===== config.mk =====
export PLATFORM = sky130hd
export DESIGN_NAME = keypad_lockout_long_press
export DESIGN_NICKNAME = d
export VERILOG_FILES = /design/src/rtl/kll_pkg.sv /design/src/rtl/kll_cfg_regs.sv /design/src/rtl/kll_poll_core.sv /design/src/rtl/keypad_lockout_long_press.sv
export VERILOG_INCLUDE_DIRS = /design/src /design/src/rtl
export SDC_FILE = /design/constraint.sdc
export NUM_CORES = 1
export LEC_CHECK = 0
export BUFFER_PORTS_ARGS = -buffer_cell sky130_fd_sc_hd__buf_4
export CORE_AREA = 2 2 146 148
export DETAILED_ROUTE_END_ITERATION = 8
export DIE_AREA = 0 0 148 150
export GPL_TIMING_DRIVEN = 0
export MAX_ROUTING_LAYER = met4
export PLACE_DENSITY = 0.85
export SETUP_SLACK_MARGIN = 0.3
export SYNTH_ARGS = -nofsm -noshare
export SYNTH_HDL_FRONTEND = slang
export SYNTH_SLANG_ARGS = --single-unit

===== constraint.sdc =====
create_clock -name clk -period 6.1 [get_ports clk]
set_input_delay 0.915 -clock clk [delete_from_list [all_inputs] [get_ports clk]]
set_output_delay 0.915 -clock clk [all_outputs]
set_load 0.03 [all_outputs]

===== src/rtl/keypad_lockout_long_press_macros.svh =====
// assertion macros shared by the keypad lockout long-press block
// expects clk and rst_n in the scope of each use
`ifndef KEYPAD_LOCKOUT_LONG_PRESS_MACROS_SVH
`define KEYPAD_LOCKOUT_LONG_PRESS_MACROS_SVH

// same-cycle implication, off during reset
`define KLL_ASSERT_NOW(label, ante, cons) \
  label: assert property (@(posedge clk) disable iff (!rst_n) (ante) |-> (cons)) \
    else $error("keypad lockout: same-cycle check failed");

// next-cycle implication, off during reset
`define KLL_ASSERT_NEXT(label, ante, cons) \
  label: assert property (@(posedge clk) disable iff (!rst_n) (ante) |=> (cons)) \
    else $error("keypad lockout: next-cycle check failed");

`endif


===== src/rtl/kll_pkg.sv =====
// package for the keypad lockout long-press block
// types, register indexes and reset values; no dependencies
package kll_pkg;

  localparam int unsigned TIME_W  = 32;
  localparam int unsigned MS_W    = 16;
  localparam int unsigned SEL_W   = 8;
  localparam int unsigned CFG_IDX_W = 2;

  // configuration register indexes
  localparam logic [CFG_IDX_W-1:0] CFG_LOCKOUT = 2'd0;
  localparam logic [CFG_IDX_W-1:0] CFG_HOLD    = 2'd1;

  // configuration reset values
  localparam logic [MS_W-1:0] LOCKOUT_RST = 16'd150;
  localparam logic [MS_W-1:0] HOLD_RST    = 16'd2000;

  typedef enum logic [1:0] {
    KEY_NONE  = 2'd0,
    KEY_ENTER = 2'd1,
    KEY_BACK  = 2'd2
  } key_code_t;

  typedef struct packed {
    logic [MS_W-1:0] lockout_ms;
    logic [MS_W-1:0] hold_ms;
  } cfg_t;

  // one poll item
  typedef struct packed {
    logic [TIME_W-1:0] time_ms;
    logic              down_level;
    logic              up_level;
    logic              enter_level;
    logic              back_level;
    logic              load_selection;
    logic [SEL_W-1:0]  load_value;
  } poll_t;

  // one result item
  typedef struct packed {
    key_code_t        key_code;
    logic [SEL_W-1:0] selection_value;
    logic             sleep_state;
    logic             enter_sleep;
    logic             leave_sleep;
  } result_t;

endpackage


===== src/rtl/kll_cfg_regs.sv =====
// configuration registers of the keypad lockout block
// uses kll_pkg for the register indexes and reset values
module kll_cfg_regs (
  input  logic                          clk,
  input  logic                          rst_n,
  input  logic                          wr_en,
  input  logic [kll_pkg::CFG_IDX_W-1:0] wr_index,
  input  logic [kll_pkg::MS_W-1:0]      wr_data,
  output kll_pkg::cfg_t                 cfg
);

  logic [kll_pkg::MS_W-1:0] lockout_r, lockout_nxt;
  logic [kll_pkg::MS_W-1:0] hold_r, hold_nxt;

  // decode a write; unknown indexes are dropped
  always_comb begin
    lockout_nxt = lockout_r;
    hold_nxt    = hold_r;
    if (wr_en && (wr_index == kll_pkg::CFG_LOCKOUT)) begin
      lockout_nxt = wr_data;
    end
    if (wr_en && (wr_index == kll_pkg::CFG_HOLD)) begin
      hold_nxt = wr_data;
    end
  end

  always_ff @(posedge clk) begin
    if (!rst_n) begin
      lockout_r <= kll_pkg::LOCKOUT_RST;
      hold_r    <= kll_pkg::HOLD_RST;
    end else begin
      lockout_r <= lockout_nxt;
      hold_r    <= hold_nxt;
    end
  end

  assign cfg.lockout_ms = lockout_r;
  assign cfg.hold_ms    = hold_r;

endmodule


===== src/rtl/kll_poll_core.sv =====
// key handling state and per-poll update logic
// uses kll_pkg types and the shared assertion macros
`include "keypad_lockout_long_press_macros.svh"

module kll_poll_core (
  input  logic             clk,
  input  logic             rst_n,
  input  logic             step,
  input  kll_pkg::cfg_t    cfg,
  input  kll_pkg::poll_t   item,
  output kll_pkg::result_t res
);

  logic [kll_pkg::TIME_W-1:0] last_accept_r, last_accept_nxt;
  logic                       back_prev_r, back_prev_nxt;
  logic [kll_pkg::TIME_W-1:0] press_start_r, press_start_nxt;
  logic [kll_pkg::TIME_W-1:0] hold_dur_r, hold_dur_nxt;
  logic                       toggled_r, toggled_nxt;
  logic                       sleep_r, sleep_nxt;
  logic [kll_pkg::SEL_W-1:0]  sel_r, sel_nxt;

  logic [kll_pkg::TIME_W-1:0] now;
  logic [kll_pkg::TIME_W-1:0] held_now;
  logic [kll_pkg::SEL_W-1:0]  sel_base;
  logic                       lock_ok;
  logic                       down_acc, up_acc, enter_acc, back_fall, back_acc;
  logic                       go_sleep, go_wake;

  assign now     = item.time_ms;
  assign lock_ok = (now - last_accept_r) > {{(kll_pkg::TIME_W-kll_pkg::MS_W){1'b0}},
                                            cfg.lockout_ms};

  // an accepted key moves the lockout start to now, blocking keys tried later
  assign down_acc  = !item.down_level && lock_ok;
  assign up_acc    = !item.up_level && lock_ok && !down_acc;
  assign enter_acc = !item.enter_level && lock_ok && !down_acc && !up_acc;
  assign back_fall = (item.back_level != back_prev_r) && !item.back_level;
  assign back_acc  = !enter_acc && back_fall && lock_ok && !down_acc && !up_acc;
  assign held_now  = now - press_start_r;

  // selection counter
  always_comb begin
    sel_base = item.load_selection ? item.load_value : sel_r;
    sel_nxt  = sel_base;
    if (down_acc) begin
      sel_nxt = sel_base + 1'b1;
    end else if (up_acc) begin
      sel_nxt = sel_base - 1'b1;
    end
  end

  // lockout restart, back key edge, hold timing and sleep toggle
  always_comb begin
    last_accept_nxt = last_accept_r;
    back_prev_nxt   = back_prev_r;
    press_start_nxt = press_start_r;
    hold_dur_nxt    = hold_dur_r;
    toggled_nxt     = toggled_r;
    sleep_nxt       = sleep_r;
    go_sleep        = 1'b0;
    go_wake         = 1'b0;
    if (down_acc || up_acc || enter_acc || back_acc) begin
      last_accept_nxt = now;
    end
    if (!enter_acc) begin
      back_prev_nxt = item.back_level;
      if (item.back_level != back_prev_r) begin
        if (!item.back_level) begin
          press_start_nxt = now;
          toggled_nxt     = 1'b0;
        end else begin
          hold_dur_nxt = held_now;
        end
      end else begin
        if (!item.back_level) begin
          hold_dur_nxt = held_now;
        end
        if ((hold_dur_nxt > {{(kll_pkg::TIME_W-kll_pkg::MS_W){1'b0}}, cfg.hold_ms})
            && !toggled_r) begin
          sleep_nxt   = !sleep_r;
          go_sleep    = !sleep_r;
          go_wake     = sleep_r;
          toggled_nxt = 1'b1;
        end
      end
    end
  end

  // result of this poll
  always_comb begin
    res.key_code        = enter_acc ? kll_pkg::KEY_ENTER :
                          (back_acc ? kll_pkg::KEY_BACK : kll_pkg::KEY_NONE);
    res.selection_value = sel_nxt;
    res.sleep_state     = sleep_nxt;
    res.enter_sleep     = go_sleep;
    res.leave_sleep     = go_wake;
  end

  always_ff @(posedge clk) begin
    if (!rst_n) begin
      last_accept_r <= '0;
      back_prev_r   <= 1'b1;
      press_start_r <= '0;
      hold_dur_r    <= '0;
      toggled_r     <= 1'b0;
      sleep_r       <= 1'b0;
      sel_r         <= '0;
    end else if (step) begin
      last_accept_r <= last_accept_nxt;
      back_prev_r   <= back_prev_nxt;
      press_start_r <= press_start_nxt;
      hold_dur_r    <= hold_dur_nxt;
      toggled_r     <= toggled_nxt;
      sleep_r       <= sleep_nxt;
      sel_r         <= sel_nxt;
    end
  end

  // checks
  `KLL_ASSERT_NOW(a_sleep_on_flag, res.enter_sleep, res.sleep_state)
  `KLL_ASSERT_NOW(a_sleep_off_flag, res.leave_sleep, !res.sleep_state)
  `KLL_ASSERT_NOW(a_back_no_toggle, res.key_code == kll_pkg::KEY_BACK,
                  !res.enter_sleep && !res.leave_sleep)
  `KLL_ASSERT_NEXT(a_accept_restarts, step && (down_acc || enter_acc || back_acc),
                   last_accept_r == $past(now))

endmodule


===== src/rtl/keypad_lockout_long_press.sv =====
// top level of the keypad lockout long-press block
// uses kll_pkg, kll_cfg_regs and kll_poll_core
//
//  channel | handshake            | payload
//  in      | in_valid / in_ready  | time, four key levels, selection load
//  out     | out_valid/ out_ready | key code, selection, sleep state and pulses
//  cfg     | cfg_valid/ cfg_ready | register index, 16-bit data
//
// one poll per cycle sustained while the output is not stalled; each poll passes through
// the input register, then the core update into the result register
// each core step does one subtract-and-compare for the lockout and one for the hold time
// synchronous reset restores lockout 150 ms, hold 2000 ms and resets all key state
// a stalled output holds the result register; input keeps flowing while one slot is free
// configuration writes are taken every cycle
module keypad_lockout_long_press (
  input  logic                          clk,
  input  logic                          rst_n,
  input  logic                          in_valid,
  output logic                          in_ready,
  input  logic [kll_pkg::TIME_W-1:0]    in_time_ms,
  input  logic                          in_down_level,
  input  logic                          in_up_level,
  input  logic                          in_enter_level,
  input  logic                          in_back_level,
  input  logic                          in_load_selection,
  input  logic [kll_pkg::SEL_W-1:0]     in_load_value,
  output logic                          out_valid,
  input  logic                          out_ready,
  output logic [1:0]                    out_key_code,
  output logic [kll_pkg::SEL_W-1:0]     out_selection_value,
  output logic                          out_sleep_state,
  output logic                          out_enter_sleep,
  output logic                          out_leave_sleep,
  input  logic                          cfg_valid,
  output logic                          cfg_ready,
  input  logic [kll_pkg::CFG_IDX_W-1:0] cfg_index,
  input  logic [kll_pkg::MS_W-1:0]      cfg_data
);

  kll_pkg::cfg_t    cfg;
  kll_pkg::poll_t   in_item_r;
  kll_pkg::result_t core_res;
  kll_pkg::result_t out_item_r;
  logic             in_full_r, in_full_nxt;
  logic             out_full_r, out_full_nxt;
  logic             advance;
  logic             in_take;

  assign cfg_ready = 1'b1;

  kll_cfg_regs u_cfg (
    .clk      (clk),
    .rst_n    (rst_n),
    .wr_en    (cfg_valid),
    .wr_index (cfg_index),
    .wr_data  (cfg_data),
    .cfg      (cfg)
  );

  // pipeline control
  assign advance      = in_full_r && (!out_full_r || out_ready);
  assign in_ready     = !in_full_r || advance;
  assign in_take      = in_valid && in_ready;
  assign in_full_nxt  = in_take || (in_full_r && !advance);
  assign out_full_nxt = advance || (out_full_r && !out_ready);

  always_ff @(posedge clk) begin
    if (!rst_n) begin
      in_full_r  <= 1'b0;
      out_full_r <= 1'b0;
    end else begin
      in_full_r  <= in_full_nxt;
      out_full_r <= out_full_nxt;
    end
  end

  // input register
  always_ff @(posedge clk) begin
    if (in_take) begin
      in_item_r.time_ms        <= in_time_ms;
      in_item_r.down_level     <= in_down_level;
      in_item_r.up_level       <= in_up_level;
      in_item_r.enter_level    <= in_enter_level;
      in_item_r.back_level     <= in_back_level;
      in_item_r.load_selection <= in_load_selection;
      in_item_r.load_value     <= in_load_value;
    end
  end

  kll_poll_core u_core (
    .clk   (clk),
    .rst_n (rst_n),
    .step  (advance),
    .cfg   (cfg),
    .item  (in_item_r),
    .res   (core_res)
  );

  // result register
  always_ff @(posedge clk) begin
    if (advance) begin
      out_item_r <= core_res;
    end
  end

  assign out_valid           = out_full_r;
  assign out_key_code        = out_item_r.key_code;
  assign out_selection_value = out_item_r.selection_value;
  assign out_sleep_state     = out_item_r.sleep_state;
  assign out_enter_sleep     = out_item_r.enter_sleep;
  assign out_leave_sleep     = out_item_r.leave_sleep;

endmodule


After elaboration in Yosys (flattened, before gate mapping) --
Cells that the tools add are included.
Operators by class: $add $sub $neg 4, $lt $le $gt $ge 2, equality and inequality tests 4, multiplexer cells 15, bitwise operators 3, reductions and logical operators 46
Operators by type and width (number):
- $mux 32 | 5
- $gt 32x16->1 | 2
- $sub 32x32->32 | 2
- $mux 8 | 3
- $logic_and 1x1->1 | 18
- $logic_not 1->1 | 13
- $add 8x1->8 const B | 1
- $reduce_and 4->1 | 2
- $sub 8x1->8 const B | 1
- $logic_or 1x1->1 | 7
- $mux 1 | 6
- $ne 2x2->1 const B | 2
- $reduce_and 2->1 | 2
- $not 1->1 | 3
- $reduce_and 3->1 | 1
- $reduce_or 3->1 | 1
- $eq 2x1->1 const B | 1
- $logic_not 2->1 | 1
- $mux 2 | 1
- $reduce_bool 2->1 | 1
- $ne 1x1->1 | 1
Word-level totals: register bits after elaboration 199, bits of input ports 68, output and inout port bits 16, word-level logic and storage cells 97

Depth between registers and ports, before layout --
Gate-level depths: netlist of the first run.
depth in word-level cells 14, depth in mapped cells 25, depth with buffers taken out 25

Cells and area by module --
A second synthesis of the first run with hierarchy kept.
Unflattened totals: cell total of the unflattened synthesis 1403, area, all modules 12365.6 µm²
Modules (own cells, without submodules):
- kll_poll_core | times used 1, cells an instance 1203, area an instance 9187.6 µm², seq. area each 2142.1 µm²
- keypad_lockout_long_press | times used 1, cells an instance 69, area an instance 1856.8 µm², seq. area each 1781.7 µm²
- kll_cfg_regs | times used 1, cells an instance 131, area an instance 1321.3 µm², seq. area each 640.6 µm²

Worst setup path after synthesis of the first run --
No wires, ideal clock.
path kind reg2reg, start reg in_item_r[18] (netlist bit), end reg u_core.sel_r[1] (netlist bit), library setup time 0.116 ns, arrival 4.827 ns, required time 5.984 ns, slack 1.157 ns, stages on the path, launching flop included 20, buffers on the path 1, clock period less this slack 4.943 ns, cell sequence edfxtp_1 ha_1 a21o_1 a211o_1 o211a_1 or2_2 xor2_1 ha_1 nand4_1 nor2_1 a221o_1 a311oi_1 o21ai_0 a2111oi_2 nand4_2 or4_1 buf_2 o311a_1 a2111o_1 a31o_1
RTL lines:
- start, declared | RTL line keypad_lockout_long_press.sv:41 | kll_pkg::poll_t in_item_r;
- end signal, assigned | RTL line kll_poll_core.sv:115 | sel_r <= sel_nxt;
- end, declared | RTL line kll_poll_core.sv:20 | logic [kll_pkg::SEL_W-1:0] sel_r, sel_nxt;

Worst setup path in the final report of the first run --
start reg in_item_r[14] (netlist bit), end reg u_core.hold_dur_r[13] (netlist bit)
Between the ends: cells in the longest elaborated chain, start to end 9, elaborated cells between the ends (all ways) 18, those cells by class 2 x add/sub; 1 x order compare; 5 x mux; 1 x bitwise; 9 x reduce/logical
RTL lines:
- $sub 32x32->32 | RTL line kll_poll_core.sv:30 | assign lock_ok = (now - last_accept_r) > {{(kll_pkg::TIME_W-kll_pkg::MS_W){1'b0}},
- $gt 32x16->1 | RTL line kll_poll_core.sv:30
- $logic_and 1x1->1 | RTL line kll_poll_core.sv:34 | assign down_acc = !item.down_level && lock_ok;
- $logic_not 1->1 | RTL line kll_poll_core.sv:35, kll_poll_core.sv:36
- $logic_and 1x1->1 | RTL line kll_poll_core.sv:35 | assign up_acc = !item.up_level && lock_ok && !down_acc;
- $logic_not 1->1 | RTL line kll_poll_core.sv:36 | assign enter_acc = !item.enter_level && lock_ok && !down_acc && !up_acc;
- $logic_and 1x1->1 | RTL line kll_poll_core.sv:36
- $not 1->1 (no source line)
- $reduce_and 3->1 (no source line)
- end signal, assigned | RTL line kll_poll_core.sv:112 | hold_dur_r <= hold_dur_nxt;
- end, declared | RTL line kll_poll_core.sv:17 | logic [kll_pkg::TIME_W-1:0] hold_dur_r, hold_dur_nxt;
Several ways; a longest one is shown, not always the timed one. The select of a mux whose other input is x is not followed. A chain may end at the register's enable or synchronous reset.

==> results of run 1 <==
==> power by group through the flow <==
stage / combinational [W] / clock, W / sequential [W]
floorplan: 0.000549 / 0 / 0.00150
global route: 0.000917 / 0.00127 / 0.00148
finish: 0.000837 / 0.00123 / 0.00147
CTS: 0.000798 / 0.00122 / 0.00147
detailed placement: 0.000768 / 0 / 0.00150
global placement: 0.000742 / 0 / 0.00150
==> metrics by stage <==
stage	utilization, %	setup TNS, ns
after CTS	69.59	0
after floorplan	-	0
final	70.14	0
after global placement	65.55	-12.13
after detailed placement	65.65	-20.30
after global routing	70.14	0
==> worst paths after layout <==
kind,end,startpoint,slack (ns)
worst max-delay path,u_core.hold_dur_r[13],in_item_r[14],0.45
worst min-delay path,u_cfg.hold_r[13],u_cfg.hold_r[13],0.46
worst max register to register,u_core.hold_dur_r[13],in_item_r[14],0.45
worst min register to register,u_cfg.hold_r[13],u_cfg.hold_r[13],0.46
==> critical path: cells and delay by family (launching register included) <==
kind                       cells  cell delay (ns)
and+or+nand+nor                9             1.70
muxes                          1             0.32
xor gates and xnor gates       1             0.15
AOI/OAI and AO/OA              7             1.74
adders and majority gates      2             0.63
DFF                            1             0.46
buffers and inverters          3             0.55
==> cell type report <==
cell class                      instances  area [sq um]
Buffer                                 71         296.5
Clock buffer                           17         425.4
Clock inverter                         15         205.2
Fill cell                            1630          6177
Inverter                              121         454.2
Multi-Input combinational cell       1117          7452
Sequential cell                       199          4564
Tap cell                              275         344.1
Timing Repair Buffer                  101         770.7
==> layout by cell type (no fill, tap or decap), drive strengths merged, types with 64 or more instances in the layout <==
cell	Yosys	layout
dfxtp	141	141
inv	119	127
o21ai	106	106
nand2	228	228
nor2	66	66
a21oi	151	151
ha	98	98
buf	15	116
clkbuf	56	73
mux2i	64	64
==> logic make-up after synthesis <==
kind of cell | share of synthesized area (%)
other | 0.02976
multiplexers | 6.424
buffers and inverters | 5.937
AND/OR/NAND/NOR | 17.96
flip-flops | 36.22
AO/OA/AOI/OAI | 19.42
adder cells (fa/ha/maj) | 10.05
XOR/XNOR | 3.961
==> what timing repair did <==
action | CTS | global route
endpoints found under the hold margin | 0 | 0
setup buffers | 11 | 7
setup endpoints to repair | 113 | 106
resized for setup | 21 | 12
pin swaps | 5 | 10
hold buffers | 0 | 0
==> layer usage <==
metal | routed length (um) | vias to the layer above
met5 | 0 | -
met4 | 1394 | 0
met3 | 2782 | 104
met2 | 16110 | 577
met1 | 14950 | 5492
li1 | - | 5586
==> state kept, by name, indices dropped and copies added, names as in the netlist, 2 cells and up <==
signal                count
u_cfg.lockout_r          16
u_core.last_accept_r     32
u_core.sel_r              8
u_core.hold_dur_r        32
u_cfg.hold_r             16
out_selection_value       8
in_item_r                45
u_core.press_start_r     32
out_key_code              2
==> metrics, run 1 <==
run status complete, no violations; actual slew at the worst max-slew pin 0.8550 ns; post-layout power roughly 0.0035 W; Power Internal approximately 0.0024 W; Synth Net Count 1,676; Starting Density between 60% and 70%; Detail Placement HPWL roughly 26,000 um; Hold WS between 0.4 and 0.5 ns; min Tclk post-route roughly 5.6 ns; I/O pin count between 80 and 90; Area Growth Syn to Fin 15.16%; met3 Use GR ~5.2%; Post-Synthesis Cells roughly 1.5k; share of the synthesized area in the top cell type roughly 22%; CP max FO 10; Slew HR 43.00%; placed cell count around 1.9k; full die area around 22,000 sq um; Max Buffers Root-to-Sink 2; Die Y approximately 150 um; grt total ovfl 0; Post-synth EDFFs 58; leakage about 5.8 nW; Place WS -0.4805 ns; post-synth cell types 76; Crit. End Element register; Post-Route WL about 35,000 um; antenna violations before repair 0; Antenna Cells 0; Synth Register Bits a little under 200; FF-to-FF path depth 23; Post-Syn Area 12,600 sq um; crit share post-route approximately 93%; Top Usage Layer GRT met2; drt wl/cell 18.39 um; Clock Latency Late Sink ~0.46 ns; max-cap violation count 0; most frequent cells after synthesis nand2_1 (228), a21oi_1 (151), dfxtp_1 (141); sequential area share after synthesis a little over a third; clk slew on worst S/H paths ~0.07 ns; ys flop type dfxtp_1; WP data arrival about 6.0 ns; Max rail drop VDD 211.1 uV; Sw Ratio 32.48%; Final Hold Viols 0; CTS tree done; Via Count ~12k; clock network power share between 30% and 40%; P per Cell Area 243.6 nW/um^2; clock skew roughly 0.013 ns; cell taking the most area after synthesis dfxtp_1; fin cells ~1.9k; ranking of synthesized cells by area dfxtp_1 (22%), edfxtp_1 (14%), ha_1 (9.7%), nand2_1 (6.8%), a21oi_1 (6.0%); slowest cell on the critical path edfxtp_1; setup ws final roughly 0.45 ns; clk sink count 199; worst hold stages 2; vias in the first global route 11.15k; num rows between 50 and 60; total track usage roughly 33%; largest net degree at the start of global routing 39; Buffers on Ports slightly above 80; global-route wire length before repair 56,120 um; CTS Root Cell clkbuf_16; unrepaired setup endpoints after global routing false; mean post-synth cell area ~8.4 sq um; CP Launch Type register; Pre-antenna DRT Iters 5; worst min-delay path category register to register; top-count cell post-synth nand2_1; share of cells above drive strength 1 11.88%; Final #Nets between 1.5k and 2k; Reg power frac a little over two fifths; core area 20,690 sq um; Final Cell Area 14,510 sq um; Yosys warning count 0; f_max between 150 and 200 MHz; DR vias/cell approximately 6.1; slowest stage delay, CP 0.46 ns; met2 usage 50.90%; clock buffer count from CTS 17; Die Width between 100 and 150 um; CP required 6.44 ns; critical path cell sequence ha_1 > nor2b_1 > o2111ai_2 > nand2_2 > a21oi_4 > nor2_1 > nor2_2 > xnor2_2 > ha_1 > nand4_1 > nor2_1 > a221o_1 > a311oi_2 > o21ai_2 > a2111oi_4 > nand4_2 > nor4_4 > buf_4 > a311oi_4 > or3_1 > clkbuf_2 > buf_6 > mux2_1; met1 GRT Util 41.95%; Psw between 0.001 and 0.0015 W; max-slew violation count 0; Detail Route Antenna Nets 0; final setup fails 0; H-tree Lvls 4; Post-route DRC 0; ys async rst share 0%; Comb power frac 23.7%; Post-Place Cell Area around 14,000 sq um; GPL Wtd Cong about 0.97; Worst Path Class, Setup register to register; starting DRC count in detailed routing 1,598
No activity file was read; power rests on OpenSTA's default activity.
==> run 2, diff against run 1 <==
==> constraint.sdc (replaced) <==
create_clock -name clk -period 6.4 [get_ports clk]
set_input_delay 0.96 -clock clk [delete_from_list [all_inputs] [get_ports clk]]
set_output_delay 0.96 -clock clk [all_outputs]
set_load 0.03 [all_outputs]
==> metrics, run 2 (synthesized netlist as in run 1, its figures left out) <==
num rows 53 (unchanged); clock skew 0.01269 ns (was 0.01314 ns); worst r2r src in_item_r[14] (unchanged); leading cell type in the layout, fill and taps excluded nand2_1 (unchanged); Antenna Cells 0 (unchanged); H-tree Lvls 4 (unchanged); Detail Route Antenna Nets 0 (unchanged); Final #Nets 1,784 (was 1,796); Starting Density 60.91% (unchanged); CTS Root Cell clkbuf_16 (unchanged); clk slew on worst S/H paths 0.07 ns (about the same); drt wl/cell 18.31 um (was 18.39 um); starting DRC count in detailed routing 1,407 (was 1,598); I/O pin count 84 (unchanged); share of cells above drive strength 1 10.80% (was 11.88%); Crit. End Element register (unchanged); Slew HR 45.44% (was 43.00%); Buffers on Ports 82 (unchanged); fin util 69.43% (was 70.14%); Die Y 150 um (unchanged); leakage 5.716 nW (was 5.780 nW); core area 20,690 sq um (unchanged); Filler cells 1,666 (was 1,630); Pre-antenna DRT Iters 7 (was 5); unrepaired setup endpoints after global routing false (unchanged); DR vias/cell 6.102 (was 6.137); CP max FO 10 (unchanged); f_max 168.3 MHz (was 177.1 MHz); register with the most flip-flops in_item_r (unchanged); vias in the first global route 11.06k (was 11.15k); clock buffer count from CTS 17 (unchanged); grt total ovfl 0 (unchanged); Clock Latency Late Sink 0.46 ns (about the same); Die Width 148 um (unchanged); worst min-delay path category register to register (unchanged); Post-route DRC 0 (unchanged); max-slew violation count 0 (unchanged); largest net degree at the start of global routing 39 (unchanged); clk sink count 199 (unchanged); CTS tree done (unchanged); CP required 6.74 ns (was 6.44 ns); full die area 22,200 sq um (unchanged); worst hold stages 2 (unchanged); Max rail drop VDD 201.3 uV (was 211.1 uV); RR Endpoint u_core.hold_dur_r[13] (unchanged); Via Count 11.62k (was 11.76k); max reg flops 45 (unchanged); max-cap violation count 0 (unchanged); total track usage 32.48% (was 32.72%); P per Cell Area 233.1 nW/um^2 (was 243.6 nW/um^2); most frequent cells in the layout nand2_1 (227), a21oi_1 (145), dfxtp_1 (141), inv_1 (118), o21ai_0 (104) (was nand2_1 (227), a21oi_1 (143), dfxtp_1 (141), inv_1 (118)); run status complete, no violations (unchanged); WP data arrival 6.28 ns (was 5.99 ns); Setup TNS Final 0 ns (unchanged); FF-to-FF path depth 22 (was 23); crit share post-route 92.85% (was 92.59%); global-route wire length before repair 55,820 um (was 56,120 um); antenna violations before repair 0 (unchanged); final setup fails 0 (unchanged); GPL Wtd Cong 0.9737 (unchanged); Max Buffers Root-to-Sink 2 (unchanged); R2R Setup Slk 0.46 ns (was 0.45 ns); actual slew at the worst max-slew pin 0.8184 ns (was 0.8550 ns); Final Hold Viols 0 (unchanged); Post-Route WL 34,860 um (was 35,230 um); min Tclk post-route 5.942 ns (was 5.648 ns); Hold Crit Start u_cfg.hold_r[13] (unchanged); Area Growth Syn to Fin 13.99% (was 15.16%); Worst Hold Endpoint u_cfg.hold_r[13] (unchanged); Worst Path Class, Setup register to register (unchanged); CP Launch Type register (unchanged); Detail Placement HPWL 25,750 um (unchanged)
## run 2: per-layer routing
layer / track usage, % / vias to the layer above / part of all wire (%)
met5: - / - / 0
met4: 15.71 / 0 / 4.1
met3: 5.366 / 98 / 7.7
met2: 49.95 / 518 / 45
met1: 41.84 / 5441 / 43
li1: - / 5561 / -
## run 2: where the power goes
group	total [W]	internal, W	leakage [nW]	switching, W
registers	0.00141	0.00136	1.71	0.0000460
logic	0.000774	0.000301	3.70	0.000473
clock network	0.00117	0.000602	0.305	0.000566
total	0.00335	0.00226	5.72	0.00108
## run 2: area by class of cell
type,instances,area (sq um),area share [%]
flip-flops and latches,199,4564,31.77
well taps,275,344.1,2.395
clock buffers,17,425.4,2.961
clock inverters,15,205.2,1.428
plain buffers,71,296.5,2.064
inverters,121,454.2,3.162
repair buffers,89,680.7,4.738
multi-input cells,1117,7395,51.48
## run 2: how the worst max path moves through the flow
stage / start / endpoint / slack [ns] / depth (start not counted)
after CTS: in_item_r[16] / u_core.hold_dur_r[13] / 0.32 / 22
final: in_item_r[14] / u_core.hold_dur_r[13] / 0.46 / 22
after floorplan: in_item_r[18] / u_core.sel_r[1] / 1.46 / 19
after detailed placement: in_item_r[14] / u_core.press_start_r[7] / -0.18 / 21
after global routing: in_item_r[14] / u_core.hold_dur_r[12] / 0.30 / 22
after global placement: in_item_r[14] / u_core.press_start_r[7] / -0.05 / 21
## run 2: per-stage QoR
step	instances	area, sq um	hold WS [ns]	power, W	worst slack [ns]
floorplan	1508	12600	0.4325	0.001949	1.457
finish	1904	14370	0.4584	0.003349	0.4578
detailed placement	1866	13580	0.4491	0.002163	-0.1805
CTS	1900	14280	0.4588	0.003311	0.3162
global route	1904	14370	0.4757	0.003475	0.3004
global placement	1865	13560	0.4397	0.002137	-0.05432
## run 2: worst max-delay path: stages (launching register included)
cell and delay [ns]:
edfxtp_1 0.50, ha_1 0.35, nor2b_1 0.17, o2111ai_2 0.33
nand2_2 0.15, a21oi_4 0.23, nor2_1 0.11, nor2_1 0.21
xnor2_2 0.16, ha_1 0.28, nand4_1 0.13, nor2_1 0.09
a221o_1 0.35, a311oi_1 0.25, o21ai_1 0.16, a2111oi_2 0.37
nand4_2 0.20, nor4_4 0.45, a311oi_4 0.19, or3_1 0.41
clkbuf_1 0.20, buf_6 0.20, mux2_1 0.32
## run 2: what timing repair did
item | 4_1_cts | 5_1_grt
endpoints found under the setup margin | 99 | 105
setup buffers | 2 | 4
hold buffers | 0 | 0
pin swaps | 2 | 4
gates cloned | 0 | 0
gates resized for setup | 9 | 14
